--- config.mk ---
export PLATFORM = sky130hd
export DESIGN_NAME = vad_prep
export DESIGN_NICKNAME = d
export VERILOG_FILES = /design/src/hdl/vad_pkg.sv /design/src/hdl/vad_prep.sv
export SDC_FILE = /design/constraint.sdc
export NUM_CORES = 1
export LEC_CHECK = 0
export BUFFER_PORTS_ARGS = -buffer_cell sky130_fd_sc_hd__buf_2
export CELL_PAD_IN_SITES_DETAIL_PLACEMENT = 0
export CELL_PAD_IN_SITES_GLOBAL_PLACEMENT = 1
export CORE_MARGIN = 2
export CORE_UTILIZATION = 40
export DETAILED_ROUTE_END_ITERATION = 8
export GPL_ROUTABILITY_DRIVEN = 0
export HOLD_SLACK_MARGIN = 0.12
export PLACE_DENSITY_LB_ADDON = 0.1
export RECOVER_POWER = 25
export SLEW_MARGIN = 20
export SYNTH_ARGS = -nofsm -noshare
export SYNTH_HDL_FRONTEND = slang
export SYNTH_SLANG_ARGS = --single-unit
--- constraint.sdc ---
create_clock -name clk_i -period 4.8 [get_ports clk_i]
set_input_delay 0.48 -clock clk_i [delete_from_list [all_inputs] [get_ports clk_i]]
set_output_delay 0.48 -clock clk_i [all_outputs]
set_load 0.05 [all_outputs]
--- src/hdl/vad_pkg.sv ---
package vad_pkg;

  // Field widths
  localparam int COORD_BITS = 16;
  localparam int FRAC_BITS  = 8;
  localparam int ANGLE_BITS = FRAC_BITS + 8;

  // Internal number formats
  localparam int ANG_FRAC     = 24;                 // fractional bits of an angle
  localparam int CORDIC_ITERS = 28;
  localparam int NORM_BIT     = 40;                 // normalized magnitude is >= 2^NORM_BIT
  localparam int DIFF_BITS    = COORD_BITS + 1;     // edge vector component
  localparam int MAG_BITS     = COORD_BITS;         // magnitude of an edge component
  localparam int POS_BITS     = $clog2(MAG_BITS);
  localparam int SHIFT_BITS   = $clog2(NORM_BIT + 1);
  localparam int XY_BITS      = NORM_BIT + 5;       // covers CORDIC gain and sqrt(2)
  localparam int Z_BITS       = ANG_FRAC + 10;      // +-(180 + 100) degrees
  localparam int D_BITS       = Z_BITS + 1;         // difference of two directions

  // Pipeline depth
  localparam int PREP_STAGES = 4;
  localparam int FIN_STAGES  = 4;
  localparam int LATENCY     = PREP_STAGES + CORDIC_ITERS + FIN_STAGES;

  localparam logic signed [Z_BITS-1:0] HALF_TURN = Z_BITS'(180) << ANG_FRAC;

  // atan(2^-i) in degrees, ANG_FRAC fractional bits, rounded to nearest
  localparam logic signed [Z_BITS-1:0] ATAN_TAB [CORDIC_ITERS] = '{
    Z_BITS'(754974720), Z_BITS'(445687602), Z_BITS'(235489088), Z_BITS'(119537938),
    Z_BITS'(60000934),  Z_BITS'(30029717),  Z_BITS'(15018523),  Z_BITS'(7509720),
    Z_BITS'(3754917),   Z_BITS'(1877466),   Z_BITS'(938733),    Z_BITS'(469367),
    Z_BITS'(234683),    Z_BITS'(117342),    Z_BITS'(58671),     Z_BITS'(29335),
    Z_BITS'(14668),     Z_BITS'(7334),      Z_BITS'(3667),      Z_BITS'(1833),
    Z_BITS'(917),       Z_BITS'(458),       Z_BITS'(229),       Z_BITS'(115),
    Z_BITS'(57),        Z_BITS'(29),        Z_BITS'(14),        Z_BITS'(7)
  };

  typedef struct packed {
    logic signed [COORD_BITS-1:0] first_x;
    logic signed [COORD_BITS-1:0] first_y;
    logic signed [COORD_BITS-1:0] vertex_x;
    logic signed [COORD_BITS-1:0] vertex_y;
    logic signed [COORD_BITS-1:0] second_x;
    logic signed [COORD_BITS-1:0] second_y;
  } vad_in_t;

  typedef struct packed {
    logic [ANGLE_BITS-1:0] angle_deg_q8;
    logic                  degenerate;
  } vad_out_t;

  // Sideband that travels with each transaction through every stage
  typedef struct packed {
    logic valid;
    logic degen;
  } vad_ctl_t;

  // One CORDIC lane: vector and accumulated direction
  typedef struct packed {
    logic signed [XY_BITS-1:0] x;
    logic signed [XY_BITS-1:0] y;
    logic signed [Z_BITS-1:0]  z;
  } vad_lane_t;

endpackage

--- src/hdl/vad_prep.sv ---
module vad_prep (
  input  logic                clk_i,
  input  logic                rst_ni,
  input  logic                valid_i,
  input  vad_pkg::vad_in_t    pts_i,
  output vad_pkg::vad_ctl_t   ctl_o,
  output vad_pkg::vad_lane_t  lane_o [2]
);

  localparam int DW = vad_pkg::DIFF_BITS;
  localparam int MW = vad_pkg::MAG_BITS;
  localparam int PW = vad_pkg::POS_BITS;
  localparam int SW = vad_pkg::SHIFT_BITS;
  localparam int XW = vad_pkg::XY_BITS;
  localparam int ZW = vad_pkg::Z_BITS;

  // Stage 1: edge vectors and coincidence check
  logic signed [DW-1:0] s1_x_d [2], s1_y_d [2];
  logic signed [DW-1:0] s1_x_q [2], s1_y_q [2];
  logic                 degen_d;
  vad_pkg::vad_ctl_t    s1_ctl_q;

  always_comb begin
    s1_x_d[0] = DW'(pts_i.first_x)  - DW'(pts_i.vertex_x);
    s1_y_d[0] = DW'(pts_i.first_y)  - DW'(pts_i.vertex_y);
    s1_x_d[1] = DW'(pts_i.second_x) - DW'(pts_i.vertex_x);
    s1_y_d[1] = DW'(pts_i.second_y) - DW'(pts_i.vertex_y);
    degen_d = (pts_i.first_x == pts_i.vertex_x && pts_i.first_y == pts_i.vertex_y) ||
              (pts_i.second_x == pts_i.vertex_x && pts_i.second_y == pts_i.vertex_y) ||
              (pts_i.first_x == pts_i.second_x && pts_i.first_y == pts_i.second_y);
  end

  always_ff @(posedge clk_i or negedge rst_ni) begin
    if (!rst_ni) begin
      s1_ctl_q <= '0;
    end else begin
      s1_ctl_q <= '{valid: valid_i, degen: degen_d};
    end
  end

  always_ff @(posedge clk_i) begin
    s1_x_q <= s1_x_d;
    s1_y_q <= s1_y_d;
  end

  // Stage 2: fold the left half plane onto the right, take the larger magnitude
  logic signed [DW-1:0] s2_x_d [2], s2_y_d [2];
  logic signed [DW-1:0] s2_x_q [2], s2_y_q [2];
  logic signed [ZW-1:0] s2_z_d [2], s2_z_q [2];
  logic        [MW-1:0] s2_m_d [2], s2_m_q [2];
  vad_pkg::vad_ctl_t    s2_ctl_q;

  always_comb begin
    logic signed [DW-1:0] ay;
    logic signed [DW-1:0] mx;
    logic                 neg;
    for (int l = 0; l < 2; l++) begin
      neg = s1_x_q[l] < 0;
      s2_x_d[l] = neg ? -s1_x_q[l] : s1_x_q[l];
      s2_y_d[l] = neg ? -s1_y_q[l] : s1_y_q[l];
      ay = (s2_y_d[l] < 0) ? -s2_y_d[l] : s2_y_d[l];
      mx = (s2_x_d[l] > ay) ? s2_x_d[l] : ay;
      s2_m_d[l] = mx[MW-1:0];
      // negative x axis itself counts as +180
      if (!neg) begin
        s2_z_d[l] = '0;
      end else if (s1_y_q[l] >= 0) begin
        s2_z_d[l] = vad_pkg::HALF_TURN;
      end else begin
        s2_z_d[l] = -vad_pkg::HALF_TURN;
      end
    end
  end

  always_ff @(posedge clk_i or negedge rst_ni) begin
    if (!rst_ni) begin
      s2_ctl_q <= '0;
    end else begin
      s2_ctl_q <= s1_ctl_q;
    end
  end

  always_ff @(posedge clk_i) begin
    s2_x_q <= s2_x_d;
    s2_y_q <= s2_y_d;
    s2_z_q <= s2_z_d;
    s2_m_q <= s2_m_d;
  end

  // Stage 3: find the leading one, derive the normalizing shift
  logic [SW-1:0]        s3_sh_d [2], s3_sh_q [2];
  logic signed [DW-1:0] s3_x_q [2], s3_y_q [2];
  logic signed [ZW-1:0] s3_z_q [2];
  vad_pkg::vad_ctl_t    s3_ctl_q;

  always_comb begin
    logic [PW-1:0] pos;
    for (int l = 0; l < 2; l++) begin
      pos = '0;
      for (int b = 0; b < MW; b++) begin
        if (s2_m_q[l][b]) begin
          pos = PW'(b);
        end
      end
      s3_sh_d[l] = SW'(vad_pkg::NORM_BIT) - SW'(pos);
    end
  end

  always_ff @(posedge clk_i or negedge rst_ni) begin
    if (!rst_ni) begin
      s3_ctl_q <= '0;
    end else begin
      s3_ctl_q <= s2_ctl_q;
    end
  end

  always_ff @(posedge clk_i) begin
    s3_sh_q <= s3_sh_d;
    s3_x_q  <= s2_x_q;
    s3_y_q  <= s2_y_q;
    s3_z_q  <= s2_z_q;
  end

  // Stage 4: normalize into the CORDIC word
  vad_pkg::vad_lane_t s4_lane_d [2], s4_lane_q [2];
  vad_pkg::vad_ctl_t  s4_ctl_q;

  always_comb begin
    for (int l = 0; l < 2; l++) begin
      s4_lane_d[l].x = XW'(s3_x_q[l]) <<< s3_sh_q[l];
      s4_lane_d[l].y = XW'(s3_y_q[l]) <<< s3_sh_q[l];
      s4_lane_d[l].z = s3_z_q[l];
    end
  end

  always_ff @(posedge clk_i or negedge rst_ni) begin
    if (!rst_ni) begin
      s4_ctl_q <= '0;
    end else begin
      s4_ctl_q <= s3_ctl_q;
    end
  end

  always_ff @(posedge clk_i) begin
    s4_lane_q <= s4_lane_d;
  end

  assign ctl_o  = s4_ctl_q;
  assign lane_o = s4_lane_q;

endmodule

==> impl_metrics.py <==
metrics = {
    "clock_network": {
        "numCtsBuffers": 48,
        "clk_path_buf_depth": 3,
        "cts_root_buf": "sky130_fd_sc_hd__clkbuf_16",
        "cts_tree": "done",
        "clock_sink_count": 452,
        "htree_num_levels": 2,
        "clk_pin_slew_ns": 0.06,
        "worst_skew_pair.late_latency_ns": 0.57,
    },
    "synth": {
        "synth_top_flop_cell": "sky130_fd_sc_hd__dfxtp_1",
        "synth_top_area_share_pct": 39.2,
        "yosysMostFrequentCell": "sky130_fd_sc_hd__dfxtp_1",
        "synthDistinctLibCells": 92,
        "postSynth.asyncResetShare_pct": 1.77,
        "yosysSeqAreaShare_pct": 40.1,
        "post_synth_inst_count": 2446,
        "synth-edff-count": 0,
        "netlist_top_cells_area": "sky130_fd_sc_hd__dfxtp_1 (39%), sky130_fd_sc_hd__ha_1 (6.0%), sky130_fd_sc_hd__mux2i_1 (4.6%)",
        "synth_top_cell_by_area": "sky130_fd_sc_hd__dfxtp_1",
        "postSynthRegisterBits": 452,
        "synthesis.area_per_instance_um2": 9.27,
        "synth_warnings": 0,
        "synth_area_um2": 22700,
        "yosys-top-cells-count": "sky130_fd_sc_hd__dfxtp_1 (444), sky130_fd_sc_hd__nor2_1 (265), sky130_fd_sc_hd__a21oi_1 (186), sky130_fd_sc_hd__inv_1 (124), sky130_fd_sc_hd__xnor2_1 (120)",
    },
    "finish": {
        "flow.area_growth_from_synthesis_pct": 15.4,
        "drive_gt1_share_pct": 19.0,
        "fill_cells": 5466,
        "finish.cell_count_without_fillers": 3475,
        "design.final.nets": 2892,
    },
    "routing": {
        "postRouteWirelength_um": 66900,
        "drt_pre_antenna_iters": 5,
        "drc": 0,
        "detail-route-antenna-nets": 0,
        "num_vias": 18300,
        "avgRoutedWirePerCell_um": 19.2,
        "vias_per_cell": 5.27,
        "drtIter0Drc": 1184,
    },
    "grt": {
        "first_global_vias": 17500,
        "grt_first_pass_wirelength_um": 103000,
        "global_route.usage.met1_pct": 31.7,
        "busiest_layer": "met2",
        "track_usage_pct": 22.2,
        "antenna_violations_before_repair": 5,
        "grtUsageMet3_pct": 3.84,
        "maximum_number_of_pins_on_one_net_before_global_route_repair": 84,
        "grt.overflow.total": 0,
        "globalRouteMet2Util_pct": 34.1,
    },
    "setup_path": {
        "crit_path_cell_trace": "clkbuf_1 > or3_1 > or4_4 > mux2_4 > a41oi_4 > o41ai_2 > xor2_1 > ha_1 > a21o_1 > a2111oi_4 > o2111ai_1 > o21ai_2 > buf_6 > mux2i_1",
        "delay_of_the_slowest_cell_on_the_worst_path_ns": 0.54,
        "worst-r2r-setup-slack_ns": 0.24,
        "cp_data_arrival_time_ns": 5.04,
        "crit_slowest_cell": "sky130_fd_sc_hd__or3_1",
        "ws_path_type": "register to register",
        "critical_path.max_fanout": 9,
        "worstSetupStartpointType": "register",
        "worst_setup_path_end_kind": "register",
        "cp_data_required_time_ns": 5.28,
    },
    "placement": {
        "place.port_buffers": 296,
        "dp_cells": 3381,
        "placement.setup.worst_slack_ns": 0.0522,
        "place_hpwl_um": 52900,
    },
    "outcome": {
        "status": "finished clean",
    },
    "pwr": {
        "power.net_switching_mw": 7.54,
        "total_leakage_power_nw": 11.1,
        "clkPwrFrac_pct": 21.3,
        "power.combinational.fraction_pct": 45.7,
        "internal_power_mw": 10.2,
        "power.density_cell_area_nw_per_um2": 676,
        "power_mw": 17.7,
        "power_switching_share_pct": 42.6,
        "ir_drop_mv": 0.385,
        "pwr-share-seq_pct": 33.0,
    },
    "sta": {
        "finalMaxSlewViolations": 0,
        "post-route-period-util_pct": 95.1,
        "worst_pin_slew_ns": 1.05,
        "max_clock_freq_mhz": 219,
        "final-setup-viol-count": 0,
        "grt_setup_unrepaired": "true",
        "fin_skew_ns": 0.0159,
        "worst_slew_margin_rel_pct": 30.0,
        "final.min_clock_period_ns": 4.56,
        "setup_ws_ns": 0.237,
        "hold_viol_final": 0,
    },
    "hold_path": {
        "worst_hold_path_class": "input pin to register",
    },
    "die": {
        "die-width_um": 242,
        "floorplan.die_area_um2": 58600,
        "core_region_area_um2": 56200,
        "die_h_um": 242,
        "num_io_pins": 349,
        "start_util_pct": 40.4,
        "floorplan.rows": 87,
    },
    "run": {
        "drv.max_cap_violation_count": 0,
    },
}
critical path, delay by kind of cell, from the launching register on:
kind,cells,cell delay (ns)
adders and majority gates,1,0.30
xor gates and xnor gates,1,0.29
muxes,2,0.48
and+or+nand+nor,2,1.05
AOI/OAI and AO/OA,6,1.69
DFF,1,0.31
buffers and inverters,2,0.38
layer usage:
layer / routed length [um] / part of all wire [%]
met3: 3960 / 5.9
met1: 32000 / 48
met2: 29000 / 43
met5: 0 / 0
met4: 1900 / 2.8
cell usage in the layout, fill, tap and decap left out, types with 30 or more instances in the layout:
cell	instances
sky130_fd_sc_hd__xnor2_1	119
sky130_fd_sc_hd__nor3_1	51
sky130_fd_sc_hd__mux2_2	30
sky130_fd_sc_hd__mux2i_1	105
sky130_fd_sc_hd__conb_1	52
sky130_fd_sc_hd__nor2_1	265
sky130_fd_sc_hd__a21oi_1	186
sky130_fd_sc_hd__inv_1	123
sky130_fd_sc_hd__xor2_1	39
sky130_fd_sc_hd__a211oi_1	42
sky130_fd_sc_hd__nand2_1	113
sky130_fd_sc_hd__nor2b_1	30
sky130_fd_sc_hd__o22ai_1	54
sky130_fd_sc_hd__nand3_1	30
sky130_fd_sc_hd__dfxtp_1	433
sky130_fd_sc_hd__mux4_2	46
sky130_fd_sc_hd__clkbuf_16	49
sky130_fd_sc_hd__buf_2	263
sky130_fd_sc_hd__ha_1	108
sky130_fd_sc_hd__o21ai_0	84
sky130_fd_sc_hd__clkbuf_1	43
kinds of logic after synthesis:
family	share of synthesized area, %
adders and majority gates	6.31
AOI/OAI and AO/OA	16.2
DFF	40.1
other	0.0165
xor gates and xnor gates	6.32
muxes	10.8
and+or+nand+nor	13.7
buffers and inverters	6.65
final timing paths:
path / start / endpoint / depth (start not counted)
setup / recovery: s1_y_q[17]$_DFF_P_ / s2_m_q[31]$_DFF_P_ / 14
min in group asynchronous: rst_ni / s1_ctl_q[1]$_DFF_PN0_ / 2
max in group asynchronous: rst_ni / ctl_o[0]$_DFF_PN0_ / 2
setup reg to reg: s1_y_q[17]$_DFF_P_ / s2_m_q[31]$_DFF_P_ / 14
hold reg to reg: s2_z_q[66]$_SDFF_PN0_ / s3_z_q[66]$_DFF_P_ / 0
hold / removal: pts_i[48] / s1_x_q[17]$_DFF_P_ / 3
power groups by stage:
stage | Combinational (mW) | Sequential [mW] | Clock [mW]
2_1_floorplan | 5.03 | 6.73 | 0
3_3_place_gp | 7.87 | 5.88 | 0
3_5_place_dp | 7.91 | 5.92 | 0
4_1_cts | 7.96 | 5.85 | 3.87
5_1_grt | 8.75 | 6.02 | 4.03
6_report | 8.09 | 5.84 | 3.77
layout make-up:
type / instances / area (um2) / area share [%]
tap: 756 / 946 / 3.61
antenna: 4 / 10.0 / 0.0383
inverter: 130 / 489 / 1.87
clock buffer: 64 / 1360 / 5.21
timing repair buffer: 323 / 1640 / 6.27
sequential: 452 / 9110 / 34.8
clock inverter: 20 / 259 / 0.990
multi-input combinational: 1726 / 12300 / 47.2
state kept, by name, summed over array words and instances (netlist names):
register and count:
s3_ctl_q 2, s2_z_q 6, s3_x_q 34, s2_y_q 34, s1_ctl_q 2, s2_x_q 34, s2_m_q 30, s1_y_q 34
s3_z_q 6, s3_sh_q 12, s3_y_q 34, s2_ctl_q 2, ctl_o 2, s1_x_q 34, lane_o 186
metrics by stage:
stage / util (%) / setup TNS [ns] / hold slack, ns / area (um2)
final: 46.6 / 0 / 0.298 / 26200
after floorplan: - / 0 / 0.184 / 22900
after detailed placement: 43.5 / 0 / 0.312 / 24500
after global placement: 43.5 / 0 / 0.311 / 24500
after global routing: 46.6 / -0.112 / 0.292 / 26200
after CTS: 46.5 / 0 / 0.246 / 26100
timing repair:
item	4_1_cts	5_1_grt
hold buffers	2	0
endpoints found under the setup margin	0	30
resized for setup	0	19
buffers inserted	0	1
hold endpoints to repair	9	0
Note: power is estimated with default switching activity, not from simulation.
