**src/hdl/vad_pkg.sv**
```systemverilog
package vad_pkg;

  // Field widths
  localparam int COORD_BITS = 16;
  localparam int FRAC_BITS  = 8;
  localparam int ANGLE_BITS = FRAC_BITS + 8;

  // Internal number formats
  localparam int ANG_FRAC     = 24;                 // fractional bits of an angle
  localparam int CORDIC_ITERS = 28;
  localparam int NORM_BIT     = 40;                 // normalized magnitude is >= 2^NORM_BIT
  localparam int DIFF_BITS    = COORD_BITS + 1;     // edge vector component
  localparam int MAG_BITS     = COORD_BITS;         // magnitude of an edge component
  localparam int POS_BITS     = $clog2(MAG_BITS);
  localparam int SHIFT_BITS   = $clog2(NORM_BIT + 1);
  localparam int XY_BITS      = NORM_BIT + 5;       // covers CORDIC gain and sqrt(2)
  localparam int Z_BITS       = ANG_FRAC + 10;      // +-(180 + 100) degrees
  localparam int D_BITS       = Z_BITS + 1;         // difference of two directions

  // Pipeline depth
  localparam int PREP_STAGES = 4;
  localparam int FIN_STAGES  = 4;
  localparam int LATENCY     = PREP_STAGES + CORDIC_ITERS + FIN_STAGES;

  localparam logic signed [Z_BITS-1:0] HALF_TURN = Z_BITS'(180) << ANG_FRAC;

  // atan(2^-i) in degrees, ANG_FRAC fractional bits, rounded to nearest
  localparam logic signed [Z_BITS-1:0] ATAN_TAB [CORDIC_ITERS] = '{
    Z_BITS'(754974720), Z_BITS'(445687602), Z_BITS'(235489088), Z_BITS'(119537938),
    Z_BITS'(60000934),  Z_BITS'(30029717),  Z_BITS'(15018523),  Z_BITS'(7509720),
    Z_BITS'(3754917),   Z_BITS'(1877466),   Z_BITS'(938733),    Z_BITS'(469367),
    Z_BITS'(234683),    Z_BITS'(117342),    Z_BITS'(58671),     Z_BITS'(29335),
    Z_BITS'(14668),     Z_BITS'(7334),      Z_BITS'(3667),      Z_BITS'(1833),
    Z_BITS'(917),       Z_BITS'(458),       Z_BITS'(229),       Z_BITS'(115),
    Z_BITS'(57),        Z_BITS'(29),        Z_BITS'(14),        Z_BITS'(7)
  };

  typedef struct packed {
    logic signed [COORD_BITS-1:0] first_x;
    logic signed [COORD_BITS-1:0] first_y;
    logic signed [COORD_BITS-1:0] vertex_x;
    logic signed [COORD_BITS-1:0] vertex_y;
    logic signed [COORD_BITS-1:0] second_x;
    logic signed [COORD_BITS-1:0] second_y;
  } vad_in_t;

  typedef struct packed {
    logic [ANGLE_BITS-1:0] angle_deg_q8;
    logic                  degenerate;
  } vad_out_t;

  // Sideband that travels with each transaction through every stage
  typedef struct packed {
    logic valid;
    logic degen;
  } vad_ctl_t;

  // One CORDIC lane: vector and accumulated direction
  typedef struct packed {
    logic signed [XY_BITS-1:0] x;
    logic signed [XY_BITS-1:0] y;
    logic signed [Z_BITS-1:0]  z;
  } vad_lane_t;

endpackage

```
**src/hdl/vad_finish.sv**
```systemverilog
module vad_finish (
  input  logic                              clk_i,
  input  logic                              rst_ni,
  input  vad_pkg::vad_ctl_t                 ctl_i,
  input  logic signed [vad_pkg::Z_BITS-1:0] zu_i,
  input  logic signed [vad_pkg::Z_BITS-1:0] zv_i,
  output logic                              res_valid_o,
  output vad_pkg::vad_out_t                 res_o
);

  localparam int DW  = vad_pkg::D_BITS;
  localparam int AW  = vad_pkg::ANGLE_BITS;
  localparam int SHR = vad_pkg::ANG_FRAC - vad_pkg::FRAC_BITS;

  localparam logic signed [DW-1:0] HALF      = DW'(vad_pkg::HALF_TURN);
  localparam logic signed [DW-1:0] FULL      = HALF <<< 1;
  localparam logic signed [DW-1:0] RND       = DW'(1) <<< (SHR - 1);
  localparam logic [AW-1:0]        ANGLE_MAX = AW'(180) << vad_pkg::FRAC_BITS;

  // F1: difference of the directions
  logic signed [DW-1:0] d_q;
  vad_pkg::vad_ctl_t    f1_ctl_q;
  // F2: magnitude
  logic signed [DW-1:0] ad_q;
  vad_pkg::vad_ctl_t    f2_ctl_q;
  // F3: fold into 0..180
  logic signed [DW-1:0] fold_d, fold_q;
  vad_pkg::vad_ctl_t    f3_ctl_q;
  // F4: round and drive the result
  logic signed [DW-1:0] rnd_sum;
  vad_pkg::vad_out_t    res_d, res_q;
  logic                 res_valid_q;

  assign fold_d  = (ad_q > HALF) ? (FULL - ad_q) : ad_q;
  assign rnd_sum = fold_q + RND;

  always_comb begin
    res_d.degenerate   = f3_ctl_q.degen;
    res_d.angle_deg_q8 = f3_ctl_q.degen ? '0 : rnd_sum[SHR +: AW];
  end

  always_ff @(posedge clk_i or negedge rst_ni) begin
    if (!rst_ni) begin
      f1_ctl_q    <= '0;
      f2_ctl_q    <= '0;
      f3_ctl_q    <= '0;
      res_valid_q <= 1'b0;
    end else begin
      f1_ctl_q    <= ctl_i;
      f2_ctl_q    <= f1_ctl_q;
      f3_ctl_q    <= f2_ctl_q;
      res_valid_q <= f3_ctl_q.valid;
    end
  end

  always_ff @(posedge clk_i) begin
    d_q    <= DW'(zu_i) - DW'(zv_i);
    ad_q   <= (d_q < 0) ? -d_q : d_q;
    fold_q <= fold_d;
    res_q  <= res_d;
  end

  assign res_valid_o = res_valid_q;
  assign res_o       = res_q;

  a_degen_zero: assert property (@(posedge clk_i) disable iff (!rst_ni)
    res_valid_q && res_q.degenerate |-> res_q.angle_deg_q8 == '0)
    else $error("degenerate result with nonzero angle");

  a_angle_range: assert property (@(posedge clk_i) disable iff (!rst_ni)
    res_valid_q |-> res_q.angle_deg_q8 <= ANGLE_MAX)
    else $error("angle above 180 degrees");

endmodule

```
**config.mk**
```make
export PLATFORM = sky130hd
export DESIGN_NAME = vad_finish
export DESIGN_NICKNAME = d
export VERILOG_FILES = /design/src/hdl/vad_pkg.sv /design/src/hdl/vad_finish.sv
export SDC_FILE = /design/constraint.sdc
export NUM_CORES = 1
export LEC_CHECK = 0
export BUFFER_PORTS_ARGS = -buffer_cell sky130_fd_sc_hd__buf_2
export CAP_MARGIN = 0
export CORE_MARGIN = 5
export CORE_UTILIZATION = 51
export CTS_CLUSTER_DIAMETER = 120
export DETAILED_ROUTE_END_ITERATION = 8
export MAX_ROUTING_LAYER = met4
export PLACE_DENSITY = 0.78
export SETUP_SLACK_MARGIN = 0.2
export SLEW_MARGIN = 20
export SYNTH_ARGS = -nofsm -noshare
export SYNTH_HDL_FRONTEND = slang
export SYNTH_SLANG_ARGS = --single-unit
export TNS_END_PERCENT = 50
```
**constraint.sdc**
```tcl
create_clock -name clk_i -period 3 [get_ports clk_i]
set_input_delay 0.6 -clock clk_i [delete_from_list [all_inputs] [get_ports clk_i]]
set_output_delay 0.6 -clock clk_i [all_outputs]
set_load 0.01 [all_outputs]
```
==> parameters.txt, run 1 <==
Parameter                              Value

Route
  Post-DRT Antenna Nets    0
  Total wirelength of the detailed-routed design    11.4 mm
  DR DRC count    0
  Average via count per standard cell    roughly 5.3
  Via count    between 4k and 5k
  Detailed-route wire length per cell    roughly 13 um
  Number of detailed-routing iterations run before antenna repair    4
  Number of design-rule violations left by the first detailed-router iteration    around 190

Global routing
  Largest net degree at the start of global routing    36
  Antenna violations before repair    0
  First-pass GRT wire length    roughly 19 mm
  GR Util met3    under 10%
  Total GRT Usage    roughly 18%
  Gr busiest metal    met2
  Leftover overflow at the end of global routing    0
  Met2 global-route usage    a little under a third
  Via count of the first global-routing pass    between 4k and 5k
  GRT met1 Usage    just over 20%

Power and ir drop
  Worst voltage drop across the vdd grid    roughly 0.35 mV
  Power per cell area    676 nW/um2
  Static leakage    about 2.9 nW
  Final Power    4.47 mW

Layout
  Net count, final    839
  Fraction of final layout cells sized beyond drive strength 1    18.5%
  Finished Layout Cells    a little under 900
  Finished layout cell area    between 6000 and 7000 um2
  Total inserted antenna cells    0
  Utilization of the core after routing    between 60% and 70%
  Area growth from synthesis to layout    16.3%

Floorplan
  Starting utilization of the core area    between 50 and 60%
  Overall die area    13,400 um2
  Width of the die    around 120 um
  Die Y    between 100 and 150 um
  I/O pins    90
  Floorplan row count    38
  Placeable Area    roughly 11,000 um2

Clocking
  Number of buffers created by CTS    9
  Max H-tree Level    3
  Clock root buffer    clkbuf_8
  Clock latency reported for the late side of the worst-skew pair    about 360 ps
  Longest Clk Path Bufs    2
  Clock tree from TritonCTS    yes
  Clock sink count    111
  CTS Hold Buffers Added    0
  Reg clk slew, reported paths    roughly 90 ps

Yosys
  Syn Inst Count    ~630
  Number of unique standard cell types used by synthesis    52
  Cell area after synthesis    5680 um2
  Synth top area share    36.6%
  Leading register cell type out of synthesis    dfxtp_1
  Post-synth EDFFs    0
  Seq cells post-synth    about 110
  Synth top area cells    dfxtp_1, xnor2_1, ha_1, xor2_1, a21oi_1
  Top cell type by total area after synthesis    dfxtp_1
  Sequential share of the synthesized area    between 30% and 40%
  Async set-or-reset flop fraction in the synthesized netlist    approximately 6.3%
  Yosys synthesis warning count    0
  Post-synthesis net count    between 700 and 800
  Avg Inst Size Synth    approximately 9 um2

STA
  Max Clock Freq    between 300 and 400 MHz
  Final hold vios    0
  Total negative setup slack    0 ps
  Clk_skew    between 8 and 9 ps
  Setup repair after global routing missed its margin    true
  Min Clock Period, post-route    approximately 2900 ps
  Worst slew margin    about 28%
  Pins Over Slew Limit    0
  Number of setup violations in the final report    0
  Final worst-path setup slack    ~140 ps
  Share of the clock period used by the worst path    between 90% and 100%
  Hold slack    just over 50 ps
  Actual transition at the worst max-transition pin    1080 ps

Critical path
  Data arrival time at the worst-slack endpoint    3150 ps
  Worst-path cell chain    or4_4 > or3_1 > or4_4 > or4_4 > o41a_1 > o21ai_1 > xnor2_1
  Worst-case register-to-register setup slack    140 ps
  Crit path buf inv count    0
  Crit path launch type    register
  Worst Reg-to-Reg Cells    7
  Delay-heaviest family, CP    simple AND/OR/NAND/NOR gates
  Crit path max-delay cell type    or4_4
  Capturing element type of the critical path    register
  Worst-path fanout max    6
  Worst path required time    roughly 3300 ps
  Max stage delay on crit path    530 ps
  Endpoint of the worst register-to-register path    fold_q[22]$_DFF_P_
  Worst Setup Path Type    reg -> reg
  Critical path's most frequent cell    or4_4
  Reg-to-reg critical path startpoint    ad_q[20]$_DFF_P_

Placed design
  Post-placement setup slack    18.9 ps
  Post-DP HPWL    9.15 mm
  Port-buffer cells    89
  Placed Cells incl. Taps    around 850
  Post-detailed-placement cell area    about 6300 um2
  Final GP Congestion    roughly 0.82

Run
  Count of maximum capacitance violations    0

Min path
  Path type of the worst min-delay path    in -> async

Run status
  Result of the run    completed
==> flip-flops by register name, indices dropped and copies added (netlist names) <==
signal       cells
fold_q          17
f1_ctl_q         2
res_valid_o      1
f3_ctl_q         2
d_q             35
f2_ctl_q         2
ad_q            35
res_o           17
==> synth_stat cells, drive strengths merged, types with 3 or more instances <==
cell,number
dfxtp,104
xnor2,67
inv,45
nand2,43
nor2,42
a21oi,38
ha,36
o21ai,30
nand3,23
xor2,23
a21o,20
clkbuf,18
o31ai,14
nand4,12
or4,12
a31oi,9
o41ai,9
dfrtp,7
o21a,7
or3,7
o21bai,6
and4,5
nor2b,5
nand2b,4
nor3,4
nor4,4
or2,4
a211o,3
a211oi,3
and3,3
==> final cells by class <==
cell class | count | area (um2)
multi-input cells | 457 | 3230
repair buffers | 106 | 573
flip-flops and latches | 111 | 2260
well taps | 140 | 175
clock inverters | 2 | 38.8
fillers | 932 | 4280
inverters | 45 | 169
clock buffers | 14 | 163
==> logic make-up (layout without fill, tap and decap cells) <==
| family | Yosys count | after routing | synth area share (%) |
|---|---|---|---|
| and+or+nand+nor | 176 | 176 | 15.9 |
| AOI/OAI and AO/OA | 154 | 154 | 17.8 |
| DFF | 111 | 111 | 39.7 |
| xor gates and xnor gates | 90 | 90 | 13.9 |
| buffers and inverters | 64 | 167 | 4.36 |
| adders and majority gates | 37 | 37 | 8.28 |
==> how the worst max path moves through the flow <==
stage                     start            endpoint  slack, ps  cells after the start
3_5_place_dp   ad_q[20]$_DFF_P_  fold_q[28]$_DFF_P_         20                      7
6_report       ad_q[20]$_DFF_P_  fold_q[22]$_DFF_P_        140                      7
5_1_grt        ad_q[20]$_DFF_P_  fold_q[22]$_DFF_P_         50                      7
2_1_floorplan  ad_q[20]$_DFF_P_  fold_q[28]$_DFF_P_        140                      8
4_1_cts        ad_q[20]$_DFF_P_  fold_q[29]$_DFF_P_        160                      7
3_3_place_gp   ad_q[20]$_DFF_P_  fold_q[28]$_DFF_P_        160                      7
==> report_power, final <==
part           switching [mW]  total (mW)  internal [mW]
Sequential              0.366        2.32           1.95
Clock                   0.434       0.869          0.434
Combinational           0.617        1.28          0.661
Total                    1.42        4.47           3.05
==> metal layers <==
metal / wire length [um] / part of all wire, % / vias up
met5: 0 / 0 / -
met4: 156 / 1.4 / 0
met3: 523 / 4.6 / 13
met2: 5600 / 49 / 117
met1: 5110 / 45 / 2085
li1: - / - / 2423
==> placed cells by master (no fill, tap or decap), types with 17 or more instances in the layout <==
cell type and instances:
buf_4 17, a21o_1 20, dfxtp_1 102, xnor2_1 67, xor2_1 23, o21ai_0 27
buf_2 89, inv_1 45, ha_1 36, a21oi_1 38, nor2_1 42, nand3_1 23
nand2_1 43
==> repair_timing <==
item,4_1_cts,5_1_grt
gates resized for setup,6,5
pin swaps,1,5
endpoints found under the hold margin,0,0
buffers inserted,4,1
setup endpoints to repair,10,10
Power figures use the tool's default switching activity.
==> run 2: changes to the inputs <==
Settings changed: CORE_UTILIZATION 51 to 61, PLACE_DENSITY 0.78 to 0.87.
Clock period 3 ns to 3.68 ns, I/O delays scaled along.
==> parameters.txt, run 2 (synthesized netlist as in run 1, its figures left out) <==
Parameter                              Value

Route
  Average via count per standard cell    around 5.6
  Detailed-route wire length per cell    13.1 um
  Via count    ~4.6k
  Number of detailed-routing iterations run before antenna repair    4
  Number of design-rule violations left by the first detailed-router iteration    about 200
  Post-DRT Antenna Nets    0
  DR DRC count    0
  Total wirelength of the detailed-routed design    approximately 11 mm

Layout
  Top Registers    ad_q x35, d_q x35
  Count of fill cells added during filler insertion    ~700
  Area growth from synthesis to layout    12.7%
  Total area of sequential cells    roughly 2300 um2
  Net count, final    822
  Footprint of the multi-input gates    between 3000 and 4000 um2
  Most frequent standard cell in the layout excluding fill and tap cells    dfxtp_1
  Utilization of the core after routing    roughly 70%
  Highest-count cells in the layout ignoring fill and taps    dfxtp_1, buf_2, xnor2_1, inv_1, nand2_1
  Fraction of final layout cells sized beyond drive strength 1    between 10% and 20%
  Total inserted antenna cells    0

Critical path
  Worst path required time    just under 4000 ps
  Critical path's most frequent cell    or4_4
  Launching element of the worst setup path    ad_q[20]$_DFF_P_
  Worst-path cell chain    or4_1 > or3_1 > or4_4 > or4_4 > o41a_1 > o21ai_1 > xnor2_1
  Worst Setup Path Type    reg -> reg
  Crit path launch type    register
  Worst Reg-to-Reg Cells    7
  Crit path max-delay cell type    or4_1
  Worst-path fanout max    6
  Reg-to-reg critical path startpoint    ad_q[20]$_DFF_P_
  Capturing element type of the critical path    register
  Max stage delay on crit path    540 ps
  Data arrival time at the worst-slack endpoint    3340 ps

Clocking
  Post-CTS Resized    0
  Setup Buffers After CTS    0
  Clock latency reported for the late side of the worst-skew pair    360 ps
  Longest Clk Path Bufs    2
  CTS Hold Buffers Added    0
  Clock tree from TritonCTS    yes
  Number of buffers created by CTS    9
  Clock sink count    around 110
  Max H-tree Level    3
  Clock root buffer    clkbuf_8
  Reg clk slew, reported paths    roughly 90 ps

Placed design
  Post-DP HPWL    8.51 mm
  Final GP Congestion    just under 0.9
  Port-buffer cells    a little under 90

Min path
  Path type of the worst min-delay path    in -> async

STA
  Actual transition at the worst max-transition pin    around 1000 ps
  Total negative setup slack    0 ps
  Share of the clock period used by the worst path    a little over four fifths
  Max Clock Freq    roughly 320 MHz
  Number of setup violations in the final report    0
  Clk_skew    approximately 12 ps
  Min Clock Period, post-route    3090 ps
  Pins Over Slew Limit    0
  Worst slew margin    32.4%
  Setup repair after global routing missed its margin    false
  Final hold vios    0

Floorplan
  Floorplan row count    35
  Overall die area    11,300 um2
  I/O pins    90
  Starting utilization of the core area    62.1%
  Width of the die    about 110 um
  Placeable Area    between 9000 and 10,000 um2
  Die Y    107 um

Power and ir drop
  Static leakage    2.86 nW
  Final Power    approximately 3.6 mW
  Power per cell area    565 nW/um2
  Worst voltage drop across the vdd grid    between 0.2 and 0.3 mV

Global routing
  Leftover overflow at the end of global routing    0
  First-pass GRT wire length    ~18 mm
  Via count of the first global-routing pass    roughly 4.5k
  Antenna violations before repair    0
  Largest net degree at the start of global routing    36
  Total GRT Usage    roughly a fifth

Run
  Count of maximum capacitance violations    0

Run status
  Result of the run    completed
## run 2: cell count changes in the layout (fill, tap and decap cells not counted), sizes merged
cell      delta
clkbuf       -3
inv          +1
clkinvlp     +2
buf         -17
## run 2: final cells by class
type	count	area share, %
Clock buffer	11	2.36
Clock inverter	5	1.02
Inverter	45	2.64
Multi-Input combinational cell	457	49.6
Sequential cell	111	35.2
Tap cell	111	2.17
Timing Repair Buffer	89	6.96
## run 2: report_power, final
group          leakage, nW  internal [mW]  switching [mW]  total [mW]
Clock                0.104          0.357           0.374       0.731
Sequential           0.957           1.59           0.286        1.88
Combinational         1.80          0.510           0.501        1.01
## run 2: worst max-delay path, delay by kind of cell (launching register included)
kind | cells | cell delay (ps)
flip-flops | 1 | 340
AND/OR/NAND/NOR | 4 | 1780
XOR/XNOR | 1 | 180
AO/OA/AOI/OAI | 2 | 680
## run 2: worst paths after layout
| path | endpoint | slack (ps) |
|---|---|---|
| max in group asynchronous | f2_ctl_q[1]$_DFF_PN0_ | 3340 |
| worst min-delay path | res_valid_o$_DFF_PN0_ | 190 |
| worst min register to register | f2_ctl_q[0]$_DFF_PN0_ | 360 |
| worst max register to register | fold_q[19]$_DFF_P_ | 590 |
| worst max-delay path | fold_q[19]$_DFF_P_ | 590 |
| min in group clk_i | f2_ctl_q[0]$_DFF_PN0_ | 360 |
## run 2: per-stage QoR
stage | worst slack (ps) | area (um2) | std cells | hold slack (ps)
final | 593 | 6400 | 829 | 191
after global routing | 484 | 6400 | 829 | 175
after CTS | 611 | 6400 | 829 | 176
after detailed placement | 506 | 6190 | 813 | 337
after global placement | 642 | 6190 | 813 | 334
after floorplan | 802 | 5680 | 632 | 331
## run 2: metal layers
| metal | global-route usage [%] | part of all wire [%] | vias up |
|---|---|---|---|
| li1 | - | - | 2388 |
| met1 | 23.0 | 44 | 2115 |
| met2 | 35.9 | 50 | 130 |
| met3 | 2.61 | 4.4 | 13 |
| met4 | 5.94 | 1.3 | 0 |
| met5 | - | 0 | - |
